### src/rtl/btc_pkg.sv
// Package: shared widths, codes, state types and helpers for the tap/hold classifier.
package btc_pkg;

    localparam int COUNT_WIDTH = 16;
    localparam int CFG_WIDTH   = 16;
    localparam int CMP_WIDTH   = (COUNT_WIDTH > CFG_WIDTH) ? COUNT_WIDTH : CFG_WIDTH;
    localparam int CFG_IDX_W   = 1;
    localparam logic [1:0] TRIPLE_TAPS = 2'd3;

    localparam logic [CFG_WIDTH-1:0] HOLD_RESET    = CFG_WIDTH'(300);
    localparam logic [CFG_WIDTH-1:0] TIMEOUT_RESET = CFG_WIDTH'(50);

    typedef enum logic [CFG_IDX_W-1:0] {
        REG_HOLD_THRESHOLD = 1'b0,
        REG_TAP_TIMEOUT    = 1'b1
    } reg_idx_t;

    typedef enum logic [2:0] {
        OWNER_NONE  = 3'b001,
        OWNER_BOOT  = 3'b010,
        OWNER_POWER = 3'b100
    } owner_t;

    typedef enum logic [3:0] {
        EV_NONE        = 4'd0,
        EV_BOOT_RESET  = 4'd1,
        EV_POWER_RESET = 4'd2,
        EV_TAP         = 4'd3,
        EV_TRIPLE_AP   = 4'd4,
        EV_WAKE        = 4'd5,
        EV_RUN         = 4'd6,
        EV_STOP        = 4'd7,
        EV_NO_ACTION   = 4'd8,
        EV_TIMEOUT     = 4'd9
    } event_t;

    typedef enum logic [1:0] {
        MODE_SHUTDOWN = 2'd0,
        MODE_IDLE     = 2'd1,
        MODE_RUNNING  = 2'd2,
        MODE_OTHER    = 2'd3
    } mode_t;

    typedef struct packed {
        logic [CFG_WIDTH-1:0] hold_threshold;
        logic [CFG_WIDTH-1:0] tap_timeout;
    } cfg_t;

    typedef struct packed {
        owner_t                 owner;
        logic [COUNT_WIDTH-1:0] press_len;
        logic [1:0]             tap_cnt;
        logic [COUNT_WIDTH-1:0] since_tap;
    } state_t;

    typedef struct packed {
        logic       boot;
        logic       power;
        logic [1:0] mode;
    } tick_t;

    function automatic logic [COUNT_WIDTH-1:0] sat_inc(input logic [COUNT_WIDTH-1:0] v);
        return (&v) ? v : v + COUNT_WIDTH'(1);
    endfunction

endpackage

### src/rtl/btc_if.sv
// Interfaces: tick input channel and event output channel.
interface btc_tick_if;
    logic       valid;
    logic       ready;
    logic       boot_pressed;
    logic       power_pressed;
    logic [1:0] device_mode;

    modport source (output valid, output boot_pressed, output power_pressed,
                    output device_mode, input ready);
    modport sink   (input valid, input boot_pressed, input power_pressed,
                    input device_mode, output ready);
endinterface

interface btc_event_if;
    logic       valid;
    logic       ready;
    logic [3:0] event_code;
    logic [1:0] taps_pending;

    modport source (output valid, output event_code, output taps_pending, input ready);
    modport sink   (input valid, input event_code, input taps_pending, output ready);
endinterface

### src/rtl/btc_cfg.sv
// Configuration registers: hold threshold and tap timeout.
module btc_cfg
(
    input  logic                             clk,
    input  logic                             rst_n,
    input  logic                             cfg_we,
    input  logic [btc_pkg::CFG_IDX_W-1:0]    cfg_index,
    input  logic [btc_pkg::CFG_WIDTH-1:0]    cfg_wdata,
    output btc_pkg::cfg_t                    cfg
);

    btc_pkg::cfg_t cfg_reg;

    always_ff @(posedge clk or negedge rst_n)
    begin
        if (!rst_n)
        begin
            cfg_reg.hold_threshold <= btc_pkg::HOLD_RESET;
            cfg_reg.tap_timeout    <= btc_pkg::TIMEOUT_RESET;
        end
        else if (cfg_we)
        begin
            unique case (btc_pkg::reg_idx_t'(cfg_index))
                btc_pkg::REG_HOLD_THRESHOLD: cfg_reg.hold_threshold <= cfg_wdata;
                btc_pkg::REG_TAP_TIMEOUT:    cfg_reg.tap_timeout    <= cfg_wdata;
                default: ;
            endcase
        end
    end

    assign cfg = cfg_reg;

endmodule

### src/rtl/btc_step.sv
// Per-tick classification: next state and event from current state and one tick.
module btc_step
(
    input  btc_pkg::cfg_t   cfg,
    input  btc_pkg::state_t cur,
    input  btc_pkg::tick_t  tick,
    output btc_pkg::state_t nxt,
    output btc_pkg::event_t ev
);

    logic level;
    logic hold;
    logic timed_out;

    always_comb
    begin
        nxt           = cur;
        ev            = btc_pkg::EV_NONE;
        nxt.since_tap = btc_pkg::sat_inc(cur.since_tap);
        level         = (cur.owner == btc_pkg::OWNER_BOOT) ? tick.boot : tick.power;
        hold          = btc_pkg::CMP_WIDTH'(cur.press_len)
                        >= btc_pkg::CMP_WIDTH'(cfg.hold_threshold);

        if (cur.owner != btc_pkg::OWNER_NONE)
        begin
            if (level)
            begin
                nxt.press_len = btc_pkg::sat_inc(cur.press_len);
            end
            else
            begin
                if (cur.owner == btc_pkg::OWNER_BOOT)
                begin
                    if (hold)
                    begin
                        ev          = btc_pkg::EV_BOOT_RESET;
                        nxt.tap_cnt = 2'd0;
                    end
                end
                else if (hold)
                begin
                    ev          = btc_pkg::EV_POWER_RESET;
                    nxt.tap_cnt = 2'd0;
                end
                else
                begin
                    nxt.tap_cnt   = cur.tap_cnt + 2'd1;
                    nxt.since_tap = '0;
                    ev            = btc_pkg::EV_TAP;
                    if (nxt.tap_cnt == btc_pkg::TRIPLE_TAPS)
                    begin
                        ev          = btc_pkg::EV_TRIPLE_AP;
                        nxt.tap_cnt = 2'd0;
                    end
                end
                nxt.owner     = btc_pkg::OWNER_NONE;
                nxt.press_len = '0;
            end
        end

        if (nxt.owner == btc_pkg::OWNER_NONE)
        begin
            priority if (tick.boot)
            begin
                nxt.owner     = btc_pkg::OWNER_BOOT;
                nxt.press_len = btc_pkg::COUNT_WIDTH'(1);
            end
            else if (tick.power)
            begin
                nxt.owner     = btc_pkg::OWNER_POWER;
                nxt.press_len = btc_pkg::COUNT_WIDTH'(1);
            end
        end

        timed_out = btc_pkg::CMP_WIDTH'(nxt.since_tap)
                    > btc_pkg::CMP_WIDTH'(cfg.tap_timeout);

        if (ev == btc_pkg::EV_NONE && nxt.owner == btc_pkg::OWNER_NONE
            && nxt.tap_cnt != 2'd0 && timed_out)
        begin
            if (nxt.tap_cnt == 2'd1)
            begin
                unique case (btc_pkg::mode_t'(tick.mode))
                    btc_pkg::MODE_SHUTDOWN: ev = btc_pkg::EV_WAKE;
                    btc_pkg::MODE_IDLE:     ev = btc_pkg::EV_RUN;
                    btc_pkg::MODE_RUNNING:  ev = btc_pkg::EV_STOP;
                    default:                ev = btc_pkg::EV_NO_ACTION;
                endcase
            end
            else
            begin
                ev = btc_pkg::EV_TIMEOUT;
            end
            nxt.tap_cnt = 2'd0;
        end
    end

endmodule

### src/rtl/button_tap_hold_classifier.sv
// Top level: button tap and hold classifier with input and result registers.
//
// Usage
//   tick  : one beat per polling tick (boot_pressed, power_pressed, device_mode).
//   evt   : exactly one beat per tick beat (event_code, taps_pending), in order.
//   cfg   : cfg_we/cfg_index/cfg_wdata write hold threshold (index 0) and tap
//           timeout (index 1); write only while the block is idle.
// Accepted ticks pass the input register, then the result register.
// Throughput: one tick per cycle while results are taken; the tick register
// feeds the step logic; state and result registers load in the same cycle.
// Stall: when evt is not taken the result holds; one further tick is held in
// the input register, then tick.ready drops until the result is taken.
// Reset: press owner none, counters and tap count zero, hold threshold 300,
// tap timeout 50, both channels empty.
module button_tap_hold_classifier
(
    input  logic                          clk,
    input  logic                          rst_n,
    btc_tick_if.sink                      tick,
    btc_event_if.source                   evt,
    input  logic                          cfg_we,
    input  logic [btc_pkg::CFG_IDX_W-1:0] cfg_index,
    input  logic [btc_pkg::CFG_WIDTH-1:0] cfg_wdata
);

    btc_pkg::cfg_t   cfg;
    btc_pkg::state_t state_reg;
    btc_pkg::state_t state_next;
    btc_pkg::tick_t  tick_reg;
    btc_pkg::event_t ev_next;
    logic            in_valid_reg;
    logic            out_valid_reg;
    logic [3:0]      event_reg;
    logic [1:0]      taps_reg;
    logic            advance;
    logic            fire;

    btc_cfg u_cfg
    (
        .clk       (clk),
        .rst_n     (rst_n),
        .cfg_we    (cfg_we),
        .cfg_index (cfg_index),
        .cfg_wdata (cfg_wdata),
        .cfg       (cfg)
    );

    btc_step u_step
    (
        .cfg  (cfg),
        .cur  (state_reg),
        .tick (tick_reg),
        .nxt  (state_next),
        .ev   (ev_next)
    );

    assign advance    = !out_valid_reg || evt.ready;
    assign fire       = in_valid_reg && advance;
    assign tick.ready = !in_valid_reg || advance;

    always_ff @(posedge clk or negedge rst_n)
    begin
        if (!rst_n)
        begin
            in_valid_reg  <= 1'b0;
            out_valid_reg <= 1'b0;
            state_reg     <= '{owner: btc_pkg::OWNER_NONE, press_len: '0,
                               tap_cnt: 2'd0, since_tap: '0};
        end
        else
        begin
            if (tick.ready)
            begin
                in_valid_reg <= tick.valid;
            end
            if (advance)
            begin
                out_valid_reg <= in_valid_reg;
            end
            if (fire)
            begin
                state_reg <= state_next;
            end
        end
    end

    always_ff @(posedge clk)
    begin
        if (tick.ready && tick.valid)
        begin
            tick_reg.boot  <= tick.boot_pressed;
            tick_reg.power <= tick.power_pressed;
            tick_reg.mode  <= tick.device_mode;
        end
        if (fire)
        begin
            event_reg <= ev_next;
            taps_reg  <= state_next.tap_cnt;
        end
    end

    assign evt.valid        = out_valid_reg;
    assign evt.event_code   = event_reg;
    assign evt.taps_pending = taps_reg;

endmodule

### src/flat_wrapper.sv
// flat-port wrapper written by rule: the top's interface ports become plain ports
module button_tap_hold_classifier_flat 
  (clk, rst_n, cfg_we, cfg_index, cfg_wdata, tick_valid, tick_boot_pressed, tick_power_pressed, tick_device_mode, tick_ready, evt_valid, evt_event_code, evt_taps_pending, evt_ready);
  btc_tick_if tick_i ();
  btc_event_if evt_i ();
  input  logic clk;
  input  logic rst_n;
  input  logic cfg_we;
  input  logic [btc_pkg::CFG_IDX_W-1:0] cfg_index;
  input  logic [btc_pkg::CFG_WIDTH-1:0] cfg_wdata;
  input wire logic [$bits(tick_i.valid)-1:0] tick_valid;
  input wire logic [$bits(tick_i.boot_pressed)-1:0] tick_boot_pressed;
  input wire logic [$bits(tick_i.power_pressed)-1:0] tick_power_pressed;
  input wire logic [$bits(tick_i.device_mode)-1:0] tick_device_mode;
  output wire logic [$bits(tick_i.ready)-1:0] tick_ready;
  output wire logic [$bits(evt_i.valid)-1:0] evt_valid;
  output wire logic [$bits(evt_i.event_code)-1:0] evt_event_code;
  output wire logic [$bits(evt_i.taps_pending)-1:0] evt_taps_pending;
  input wire logic [$bits(evt_i.ready)-1:0] evt_ready;
  assign tick_i.valid = tick_valid;
  assign tick_i.boot_pressed = tick_boot_pressed;
  assign tick_i.power_pressed = tick_power_pressed;
  assign tick_i.device_mode = tick_device_mode;
  assign tick_ready = tick_i.ready;
  assign evt_valid = evt_i.valid;
  assign evt_event_code = evt_i.event_code;
  assign evt_taps_pending = evt_i.taps_pending;
  assign evt_i.ready = evt_ready;
  button_tap_hold_classifier u_core (.clk(clk), .rst_n(rst_n), .tick(tick_i), .evt(evt_i), .cfg_we(cfg_we), .cfg_index(cfg_index), .cfg_wdata(cfg_wdata));
endmodule
### config.mk
export PLATFORM = sky130hd
export DESIGN_NAME = button_tap_hold_classifier_flat
export DESIGN_NICKNAME = d
export VERILOG_FILES = /design/src/rtl/btc_pkg.sv /design/src/rtl/btc_if.sv /design/src/rtl/btc_cfg.sv /design/src/rtl/btc_step.sv /design/src/rtl/button_tap_hold_classifier.sv /design/src/flat_wrapper.sv
export SDC_FILE = /design/constraint.sdc
export NUM_CORES = 1
export LEC_CHECK = 0
export ABC_CLOCK_PERIOD_IN_PS = 5400
export BUFFER_PORTS_ARGS = -buffer_cell sky130_fd_sc_hd__buf_2
export CAP_MARGIN = 25
export CORE_ASPECT_RATIO = 0.75
export CORE_MARGIN = 4
export CORE_UTILIZATION = 35
export DETAILED_ROUTE_END_ITERATION = 12
export GPL_ROUTABILITY_DRIVEN = 0
export PLACE_DENSITY_LB_ADDON = 0.12
export SETUP_SLACK_MARGIN = 0.3
export SLEW_MARGIN = 30
export SYNTH_ARGS = -nofsm -noshare
export SYNTH_HDL_FRONTEND = slang
export SYNTH_SLANG_ARGS = --single-unit
### constraint.sdc
create_clock -name clk -period 5.4 [get_ports clk]
set_clock_uncertainty 0.2 [all_clocks]
set_input_delay 0.81 -clock clk [delete_from_list [all_inputs] [get_ports clk]]
set_output_delay 0.81 -clock clk [all_outputs]
set_load 0.05 [all_outputs]
==> results of run 1 <==
[critical path: stages (launching register included)]
cell	delay (ns)
dfrtp_1	0.43
inv_1	0.10
ha_1	0.29
nand2b_4	0.14
a2111oi_4	0.35
o41ai_2	0.21
a211oi_4	0.56
o21bai_1	0.23
nor2_1	0.07
ha_1	0.29
nand4_1	0.17
a2111o_1	0.45
a31oi_1	0.49
o2111ai_1	0.19
a32oi_1	0.17
[how the worst max path moves through the flow]
stage	startpoint	endpoint
CTS	u_core.state_reg[18]	u_core.evt.event_code[1]
global route	u_core.state_reg[18]	u_core.evt.event_code[1]
floorplan	u_core.state_reg[18]	u_core.evt.event_code[1]
global placement	u_core.state_reg[18]	u_core.evt.event_code[1]
detailed placement	u_core.state_reg[18]	u_core.evt.event_code[1]
finish	u_core.state_reg[18]	u_core.evt.event_code[1]
[cells by family (layout without fill, tap and decap cells)]
family                   after synthesis  in the layout  synth area share (%)
adder cells (fa/ha/maj)               37             37                 9.022
flip-flops                            81             81                 40.67
AO/OA/AOI/OAI                        135            136                 17.80
buffers and inverters                 63             93                 5.218
AND/OR/NAND/NOR                      196            196                 19.92
XOR/XNOR                              19             19                 3.243
multiplexers                          19             19                 4.121
[synth_stat cells, drive strengths merged, types with 3 or more instances]
| cell type | instances | area share [%] |
|---|---|---|
| a22o | 8 | 1.4 |
| and4 | 4 | 0.73 |
| nor2b | 4 | 0.49 |
| a31oi | 8 | 1.1 |
| dfrtp | 63 | 31 |
| nor2 | 47 | 3.5 |
| a21oi | 33 | 3.2 |
| o21ai | 38 | 3.8 |
| a211oi | 4 | 0.93 |
| and3 | 5 | 0.61 |
| o21a | 5 | 0.73 |
| nand3 | 14 | 1.5 |
| nor3 | 14 | 1.6 |
| edfxtp | 10 | 5.9 |
| a21o | 7 | 1.0 |
| ha | 37 | 9.0 |
| and2 | 4 | 0.49 |
| inv | 40 | 2.9 |
| buf | 13 | 1.6 |
| nand2b | 12 | 1.6 |
| nand3b | 3 | 0.44 |
| o22ai | 3 | 0.37 |
| or4 | 4 | 0.59 |
| o211ai | 4 | 0.59 |
| o21bai | 3 | 0.44 |
| dfstp | 8 | 4.1 |
| xnor2 | 17 | 2.9 |
| a21boi | 3 | 0.44 |
| or2 | 3 | 0.37 |
| nand2 | 50 | 3.7 |
| nor4 | 10 | 1.2 |
| or3 | 3 | 0.37 |
| mux2 | 17 | 3.7 |
| o22a | 4 | 0.68 |
| clkbuf | 10 | 0.73 |
| nand4 | 15 | 2.1 |
[report_power, final]
group          internal [mW]  total, mW  switching [mW]
Combinational          0.234      0.593           0.359
Sequential             0.716      0.819           0.103
Clock                  0.322      0.571           0.249
Total                   1.27       1.98           0.711
[metrics by stage]
step / cell area (sq um) / cells
global route: 5749 / 781
detailed placement: 5469 / 765
floorplan: 5131 / 550
global placement: 5469 / 765
finish: 5749 / 781
CTS: 5728 / 780
[layout make-up]
type                            instances  area, sq um
Multi-Input combinational cell        407         2796
Fill cell                            1439         8657
Clock inverter                          1        5.005
Timing Repair Buffer                   38        206.4
Sequential cell                        81         2087
Clock buffer                           14        254.0
Tap cell                              200        250.2
Inverter                               40        150.1
[layer usage]
| metal | track usage, % | vias to the layer above | share of wire [%] | wire, um |
|---|---|---|---|---|
| met4 | 5.046 | 0 | 1.5 | 198 |
| met1 | 24.35 | 2035 | 51 | 6717 |
| met3 | 4.243 | 19 | 6.2 | 808 |
| met5 | 0 | - | 0 | 0 |
| li1 | - | 2038 | - | - |
| met2 | 22.60 | 131 | 41 | 5343 |
==> summary.txt, run 1 <==
STA
  • Headroom to the max-slew limit: 43.24%
  • Final Hold Vio Count: 0
  • Fin crit period: 4.510 ns
  • FMAX: 221.7 MHz
  • Period utilization: 83.51%
  • Setup violations, final: 0
  • RSZ-0062 raised after global routing: false
  • Slew Limit Fails: 0
  • Slew of the pin with the lowest slew margin: 0.8498 ns
  • Setup TNS: 0 ns
  • Worst setup margin: 0.8903 ns
  • Hold Worst Slack: 0.2953 ns

Clock network
  • Clk sinks: 81
  • Clock-pin slew on the worst setup and hold paths: 0.06 ns
  • Clock Latency Late Sink: 0.35 ns
  • H-tree Lvls: 3
  • Clk buf depth: 2
  • CTS tree: yes
  • Clock root cell: clkbuf_16
  • Cts bufs inserted: 9
  • PostCTS Resize Cnt: 0
  • CTS hold repair buffers: 0
  • Setup Fix Bufs, Post-CTS: 0

Critical path
  • R2r endpoint: u_core.evt.event_code[1]
  • Reg2Reg Setup Slack: 0.89 ns
  • Crit end category: flip-flop
  • R2R cell count: 14
  • Setup crit start kind: flip-flop
  • CP arrival: 4.50 ns
  • Worst R2R Start: u_core.state_reg[18]
  • Kind of critical path: flip-flop to flip-flop
  • CP Max Fanout: 11
  • Critical Path RT: 5.39 ns

Route
  • Vias per inst: 5.407
  • Routed Antenna Nets: 0
  • Routed WL: 13,070 um
  • DR vias: 4,223
  • Initial DRC count: 231
  • WL/cell: 16.73 um
  • Residual DRC: 0
  • Drt pass-1 iters: 5

Floorplan
  • Num ports: 34
  • Die area: 16,680 sq um
  • Number of core rows: 38
  • Initial Util: 35.62%
  • Height of the die: 112.9 um
  • Die width: 147.8 um
  • Core area: 14,410 sq um

Synthesis
  • Seq cells post-synth: 81
  • Sequential area share after synthesis: 40.67%
  • Top FF cell, synth: dfrtp_1
  • Yosys cell types: 71
  • Mapped Nets: 613
  • Async set-reset flop share out of synthesis: 87.65%
  • Synthesized area per cell: 9.329 sq um
  • Number of flops mapped to enable cells by yosys: 10
  • Syn Inst Count: 550
  • Syn Std Cell Area: 5131 sq um
  • Ys Warns: 0

Power and ir drop
  • Pwr Total: 1.983 mW
  • Pwr Density: 345.0 nW/um^2
  • Max VDD drop: 179.6 uV
  • Leak Pwr: 2.478 nW

Final layout
  • Number of flip-flops in the largest register: 37
  • Final Core Density: 39.91%
  • Most frequent cells in the layout: 63 x dfrtp_1, 50 x nand2_1, 46 x nor2_1, 40 x inv_1, 37 x ha_1
  • Commonest non-fill, non-tap cell in the layout: dfrtp_1
  • Share of cells above drive strength 1: 16.18%
  • ANT cells: 0
  • Area growth from synthesis to layout: 12.05%
  • Nets: 640

Global routing
  • Remaining global-route overflow: 0
  • Initial antenna violation count: 0
  • Global-route wire length before repair: 21,300 um
  • Vias in the first global route: 4,030
  • Largest net degree at the start of global routing: 72
  • GRT Overall Usage: 16.17%

Placed design
  • DPL Wire Length: 9258 um
  • IO buf count: 33
  • Place WS: 0.6728 ns

Run
  • Max_cap viols: 0

Hold path
  • Hold/Removal Path Class: flip-flop to flip-flop
  • Hold EP: u_core.evt.valid
  • Hold path depth: 1
  • HP Start: u_core.in_valid_reg

Run status
  • Status: finished clean
(Power assumes the default switching activity.)
==> inputs of run 2 (changes only) <==
--- a/config.mk
+++ b/config.mk
@@ -5,7 +5,8 @@
 export SDC_FILE = /design/constraint.sdc
 export NUM_CORES = 1
 export LEC_CHECK = 0
-export ABC_CLOCK_PERIOD_IN_PS = 5400
+export ABC_AREA = 1
+export ABC_CLOCK_PERIOD_IN_PS = 3900
 export BUFFER_PORTS_ARGS = -buffer_cell sky130_fd_sc_hd__buf_2
 export CAP_MARGIN = 25
 export CORE_ASPECT_RATIO = 0.75
==> constraint.sdc (replaced) <==
create_clock -name clk -period 3.9 [get_ports clk]
set_clock_uncertainty 0.2 [all_clocks]
set_input_delay 0.585 -clock clk [delete_from_list [all_inputs] [get_ports clk]]
set_output_delay 0.585 -clock clk [all_outputs]
set_load 0.05 [all_outputs]
==> summary.txt, run 2 <==
Floorplan
  • Number of core rows: 37
  • Core area: 13,980 sq um
  • Height of the die: 112.6 um
  • Initial Util: 36.54%
  • Die width: 147.5 um
  • Die area: 16,610 sq um
  • Num ports: 34

Final layout
  • Layout Cell Area excl Fill: 6161 sq um
  • Share of cells above drive strength 1: 22.28%
  • Commonest non-fill, non-tap cell in the layout: nand2_1
  • Number of flip-flops in the largest register: 37
  • ANT cells: 0
  • Area growth from synthesis to layout: 20.60%
  • Nets: 776
  • Most frequent cells in the layout: 144 x nand2_1, 123 x inv_1, 60 x dfrtp_1, 58 x o21ai_0, 33 x buf_2
  • Final Core Density: 44.07%

Clock network
  • CTS hold repair buffers: 0
  • Clk sinks: 81
  • Clock root cell: clkbuf_16
  • Clk buf depth: 2
  • Cts bufs inserted: 9
  • Clock-pin slew on the worst setup and hold paths: 0.06 ns
  • Clock Latency Late Sink: 0.35 ns
  • CTS tree: yes
  • H-tree Lvls: 3

Power and ir drop
  • Leak Pwr: 3.087 nW
  • Register share of total power: 37.0%
  • Max VDD drop: 209.5 uV
  • Pint: 1.826 mW
  • Switching part of the total: 39.75%
  • Comb pwr share: 35.4%
  • Pwr Total: 3.030 mW
  • Pwr Density: 491.8 nW/um^2
  • Switch Pwr: 1.205 mW
  • Clock Power Share: 27.6%

Route
  • Routed WL: 13,010 um
  • DR vias: 4,389
  • Drt pass-1 iters: 5
  • Vias per inst: 4.807
  • Initial DRC count: 189
  • Residual DRC: 0
  • Routed Antenna Nets: 0
  • WL/cell: 14.25 um

Critical path
  • Critical Path RT: 3.80 ns
  • Crit end category: flip-flop
  • CP arrival: 3.26 ns
  • Kind of critical path: flip-flop to flip-flop
  • CP Max Fanout: 5
  • Worst R2R Start: u_core.u_cfg.cfg[21]
  • Setup crit start kind: flip-flop
  • Crit path from: u_core.u_cfg.cfg[21]

STA
  • Final Hold Vio Count: 0
  • Period utilization: 86.15%
  • FMAX: 297.6 MHz
  • RSZ-0062 raised after global routing: false
  • Setup violations, final: 0
  • Setup TNS: 0 ns
  • Hold Worst Slack: 0.1346 ns
  • Slew of the pin with the lowest slew margin: 0.8813 ns
  • Slew Limit Fails: 0
  • Fin crit period: 3.360 ns
  • Headroom to the max-slew limit: 41.11%

Synthesis
  • Syn Std Cell Area: 5109 sq um
  • Top FF cell, synth: dfrtp_1
  • Syn Inst Count: 666
  • Seq cells post-synth: 81
  • Sequential area share after synthesis: 40.85%
  • Yosys top cell by area: dfrtp_1
  • Ys Warns: 0
  • Most frequent cells after synthesis: 162 x nand2_1, 130 x inv_1, 63 x dfrtp_1
  • Ranking of synthesized cells by area: dfrtp_1 31%, nand2_1 12%, inv_1 9.6%
  • Mapped Nets: 729
  • Yosys cell types: 44
  • Number of flops mapped to enable cells by yosys: 10
  • Synthesized area per cell: 7.671 sq um
  • Top-count cell post-synth: nand2_1
  • Area share of the largest cell type after synthesis: 30.86%
  • Async set-reset flop share out of synthesis: 87.65%

Hold path
  • Hold/Removal Path Class: input port to async pin

Global routing
  • GRT Overall Usage: 16.11%
  • Initial antenna violation count: 0
  • Remaining global-route overflow: 0
  • Global-route wire length before repair: 21,310 um
  • Vias in the first global route: 4,254
  • Largest net degree at the start of global routing: 72

Placed design
  • Area after DPL: 5505 sq um
  • IO buf count: 33
  • DPL Wire Length: 9577 um

Run status
  • Status: finished clean

Run
  • Max_cap viols: 0
-- run 2: cell types whose count changed after synthesis, sizes merged, moves of 8 or more --
cell | previous run | this run
buf | 13 | 4
inv | 40 | 137
nand2 | 50 | 173
mux2 | 17 | 0
o21ai | 38 | 75
a22o | 8 | 0
xnor2 | 17 | 1
nand2b | 12 | 1
-- run 2: final timing paths --
| path | to | slack, ns | cells past startpoint |
|---|---|---|---|
| worst max register to register | u_core.evt.event_code[0] | 0.54 | 26 |
| worst min register to register | u_core.u_cfg.cfg[3] | 0.29 | 2 |
| min in group clk | u_core.tick_reg[2] | 0.22 | 1 |
| worst max-delay path | u_core.evt.event_code[0] | 0.54 | 26 |
| max in group asynchronous | u_core.state_reg[18] | 2.83 | 2 |
| worst min-delay path | u_core.u_cfg.cfg[23] | 0.13 | 2 |
-- run 2: power groups by stage --
stage	combinational, mW	clock [mW]	sequential, mW
finish	1.07	0.835	1.12
global route	1.22	0.891	1.14
CTS	0.948	0.866	1.12
detailed placement	0.929	0	1.13
global placement	0.919	0	1.13
floorplan	0.656	0	1.16
-- run 2: timing repair --
item / CTS / global route
pin swaps: 2 / 13
cloned: 1 / 1
buffers inserted: 2 / 6
hold endpoints to repair: 0 / 0
resized for setup: 5 / 62
endpoints found under the setup margin: 8 / 8
-- run 2: through the flow --
stage / setup WS [ns] / instances
after global placement: 0.1912 / 887
final: 0.5400 / 913
after global routing: 0.2642 / 913
after detailed placement: 0.1089 / 887
after floorplan: 0.5921 / 666
after CTS: 0.3232 / 906
-- run 2: cell type report --
cell class	instances	area [sq um]
Fill cell	1446	7820
Clock inverter	5	38.79
Clock buffer	11	254.0
Inverter	137	530.5
Sequential cell	81	2091
Timing Repair Buffer	46	279.0
Multi-Input combinational cell	438	2724
Tap cell	195	244.0
-- run 2: cell families after synthesis --
group / count (synthesis) / share of synthesized area (%)
and+or+nand+nor: 272 / 24.88
buffers and inverters: 149 / 11.05
AOI/OAI and AO/OA: 120 / 12.96
DFF: 81 / 40.85
adders and majority gates: 37 / 9.062
xor gates and xnor gates: 7 / 1.200
-- run 2: worst max-delay path, stage by stage, from the launching register on --
cell      delay, ns
dfstp_2        0.53
inv_2          0.04
ha_4           0.26
nand2_2        0.04
inv_1          0.05
nand2_1        0.06
nor2_1         0.10
nor2_1         0.06
nand2_2        0.09
nand2_4        0.07
nand2_4        0.10
clkinv_8       0.09
nand2_8        0.10
nand2_2        0.05
a21oi_1        0.11
buf_4          0.13
ha_1           0.21
nand2_1        0.09
o21ai_0        0.10
a21oi_1        0.15
nand2_1        0.09
nand3_2        0.10
nor2_4         0.06
nand2_2        0.08
inv_1          0.04
nand2_1        0.04
nand2_1        0.04
-- run 2: metal layers --
metal / vias up / GRT usage (%) / share of wire (%)
li1: 2244 / - / -
met1: 2038 / 24.27 / 52
met2: 95 / 22.82 / 42
met3: 12 / 3.995 / 5.2
met4: 0 / 4.407 / 0.89
met5: - / 0 / 0
==> inputs of run 3 (changes only) <==
--- a/config.mk
+++ b/config.mk
@@ -15,6 +15,7 @@
 export DETAILED_ROUTE_END_ITERATION = 12
 export GPL_ROUTABILITY_DRIVEN = 0
 export PLACE_DENSITY_LB_ADDON = 0.12
+export RECOVER_POWER = 25
 export SETUP_SLACK_MARGIN = 0.3
 export SLEW_MARGIN = 30
 export SYNTH_ARGS = -nofsm -noshare
==> summary.txt, run 3 (synthesized netlist as in run 2, its figures left out) <==
Power and ir drop
  • Max VDD drop: 209.4 uV
  • Pwr Density: 492.5 nW/um^2
  • Leak Pwr: 3.085 nW

Clock network
  • CTS tree: yes
  • Clk buf depth: 2
  • Clock root cell: clkbuf_16
  • Clk sinks: 81
  • Clock Latency Late Sink: 0.35 ns
  • Cts bufs inserted: 9
  • Clock-pin slew on the worst setup and hold paths: 0.06 ns
  • H-tree Lvls: 3

STA
  • Fin crit period: 3.360 ns
  • Setup TNS: 0 ns
  • RSZ-0062 raised after global routing: false
  • Setup violations, final: 0
  • Period utilization: 86.15%
  • FMAX: 297.6 MHz
  • Final Hold Vio Count: 0
  • Headroom to the max-slew limit: -21.95%
  • Hold Worst Slack: 0.2170 ns
  • Slew of the pin with the lowest slew margin: 1.829 ns
  • Slew Limit Fails: 72

Floorplan
  • Number of core rows: 37
  • Core area: 13,980 sq um
  • Die width: 147.5 um
  • Height of the die: 112.6 um
  • Die area: 16,610 sq um
  • Num ports: 34
  • Initial Util: 36.54%

Route
  • Routed Antenna Nets: 0
  • Residual DRC: 0
  • Initial DRC count: 189
  • Vias per inst: 4.805
  • Drt pass-1 iters: 4
  • Routed WL: 13,010 um
  • DR vias: 4,387
  • WL/cell: 14.25 um

Final layout
  • Area growth from synthesis to layout: 20.48%
  • Nets: 776
  • Most frequent cells in the layout: 144 x nand2_1, 123 x inv_1, 60 x dfrtp_1, 58 x o21ai_0, 33 x buf_2
  • Fill cells: 1,447
  • Commonest non-fill, non-tap cell in the layout: nand2_1
  • Share of cells above drive strength 1: 22.28%
  • Number of flip-flops in the largest register: 37
  • ANT cells: 0
  • Layout Cell Area excl Fill: 6155 sq um

Hold path
  • Hold path depth: 1
  • Hold EP: u_core.tick_reg[2]
  • Hold/Removal Path Class: input port to flip-flop
  • HP Start: tick_power_pressed

Critical path
  • R2R cell count: 26
  • Reg2Reg Setup Slack: 0.54 ns
  • Kind of critical path: flip-flop to flip-flop
  • CP arrival: 3.26 ns
  • Setup crit start kind: flip-flop
  • Critical Path RT: 3.80 ns
  • Worst R2R Start: u_core.u_cfg.cfg[21]
  • R2r endpoint: u_core.evt.event_code[0]
  • CP Max Fanout: 5
  • Crit end category: flip-flop

Global routing
  • GRT Overall Usage: 16.11%
  • Remaining global-route overflow: 0
  • Vias in the first global route: 4,254
  • Largest net degree at the start of global routing: 72
  • Initial antenna violation count: 0
  • Global-route wire length before repair: 21,310 um

Run status
  • Violated checks: max-capacitance violations, max-slew violations
  • Status: complete, but fails checks

Placed design
  • IO buf count: 33
  • DPL Wire Length: 9577 um
  • Area after DPL: 5505 sq um

Run
  • Max_cap viols: 1
[run 3: changes by cell type in the layout (fill, tap and decap cells not counted), sizes merged]
cell / change
buf: -1
clkbuf: +1
[run 3: area by class of cell]
class                      count  area, sq um  area share, %
timing repair buffer          46        272.8          4.432
sequential                    81         2091          33.97
clock inverter                 5        38.79         0.6302
tap                          195        244.0          3.964
multi-input combinational    438         2724          44.26
clock buffer                  11        254.0          4.127
inverter                     137        530.5          8.620
[run 3: metrics by stage]
step / worst slack [ns] / total power [mW] / std cells / util [%]
6_report: 0.5403 / 3.031 / 913 / 44.02
5_1_grt: 0.2642 / 3.255 / 913 / 44.02
4_1_cts: 0.3232 / 2.931 / 906 / 41.75
3_5_place_dp: 0.1089 / 2.060 / 887 / 39.38
3_3_place_gp: 0.1912 / 2.049 / 887 / 39.38
2_1_floorplan: 0.5921 / 1.820 / 666 / -
[run 3: how the worst max path moves through the flow]
stage          slack, ns                  from                          to
2_1_floorplan       0.59  u_core.u_cfg.cfg[21]  u_core.evt.taps_pending[1]
4_1_cts             0.32  u_core.u_cfg.cfg[21]  u_core.evt.taps_pending[1]
5_1_grt             0.26   u_core.state_reg[0]  u_core.evt.taps_pending[1]
3_5_place_dp        0.11  u_core.u_cfg.cfg[21]  u_core.evt.taps_pending[1]
3_3_place_gp        0.19  u_core.u_cfg.cfg[21]  u_core.evt.taps_pending[1]
6_report            0.54  u_core.u_cfg.cfg[21]    u_core.evt.event_code[0]
[run 3: per-layer routing]
metal	wire [um]	GRT usage, %	vias to the layer above
met3	647	3.995	10
li1	-	-	2243
met5	0	0	-
met2	5409	22.82	90
met1	6843	24.27	2044
met4	110	4.407	0
[run 3: repair_timing]
item / in CTS / in global routing
buffers inserted: 2 / 6
pin swaps: 2 / 13
gates cloned: 1 / 1
hold buffers: 0 / 0
endpoints found under the setup margin: 8 / 8
resized for setup: 5 / 62
[run 3: worst max-delay path, cell delays in order (launching register included)]
cell      delay (ns)
dfstp_2         0.53
inv_2           0.04
ha_4            0.26
nand2_2         0.04
inv_1           0.05
nand2_1         0.06
nor2_1          0.10
nor2_1          0.06
nand2_2         0.09
nand2_4         0.07
nand2_4         0.10
clkinv_8        0.09
nand2_8         0.10
nand2_2         0.05
a21oi_1         0.11
buf_4           0.13
ha_1            0.21
nand2_1         0.09
o21ai_0         0.10
a21oi_1         0.15
nand2_1         0.09
nand3_2         0.10
nor2_4          0.06
nand2_2         0.08
inv_1           0.04
nand2_1         0.04
nand2_1         0.04
[run 3: power by group]
group,internal [mW],switching (mW)
registers,1.00,0.118
clock network,0.473,0.364
logic,0.349,0.724
total,1.83,1.21
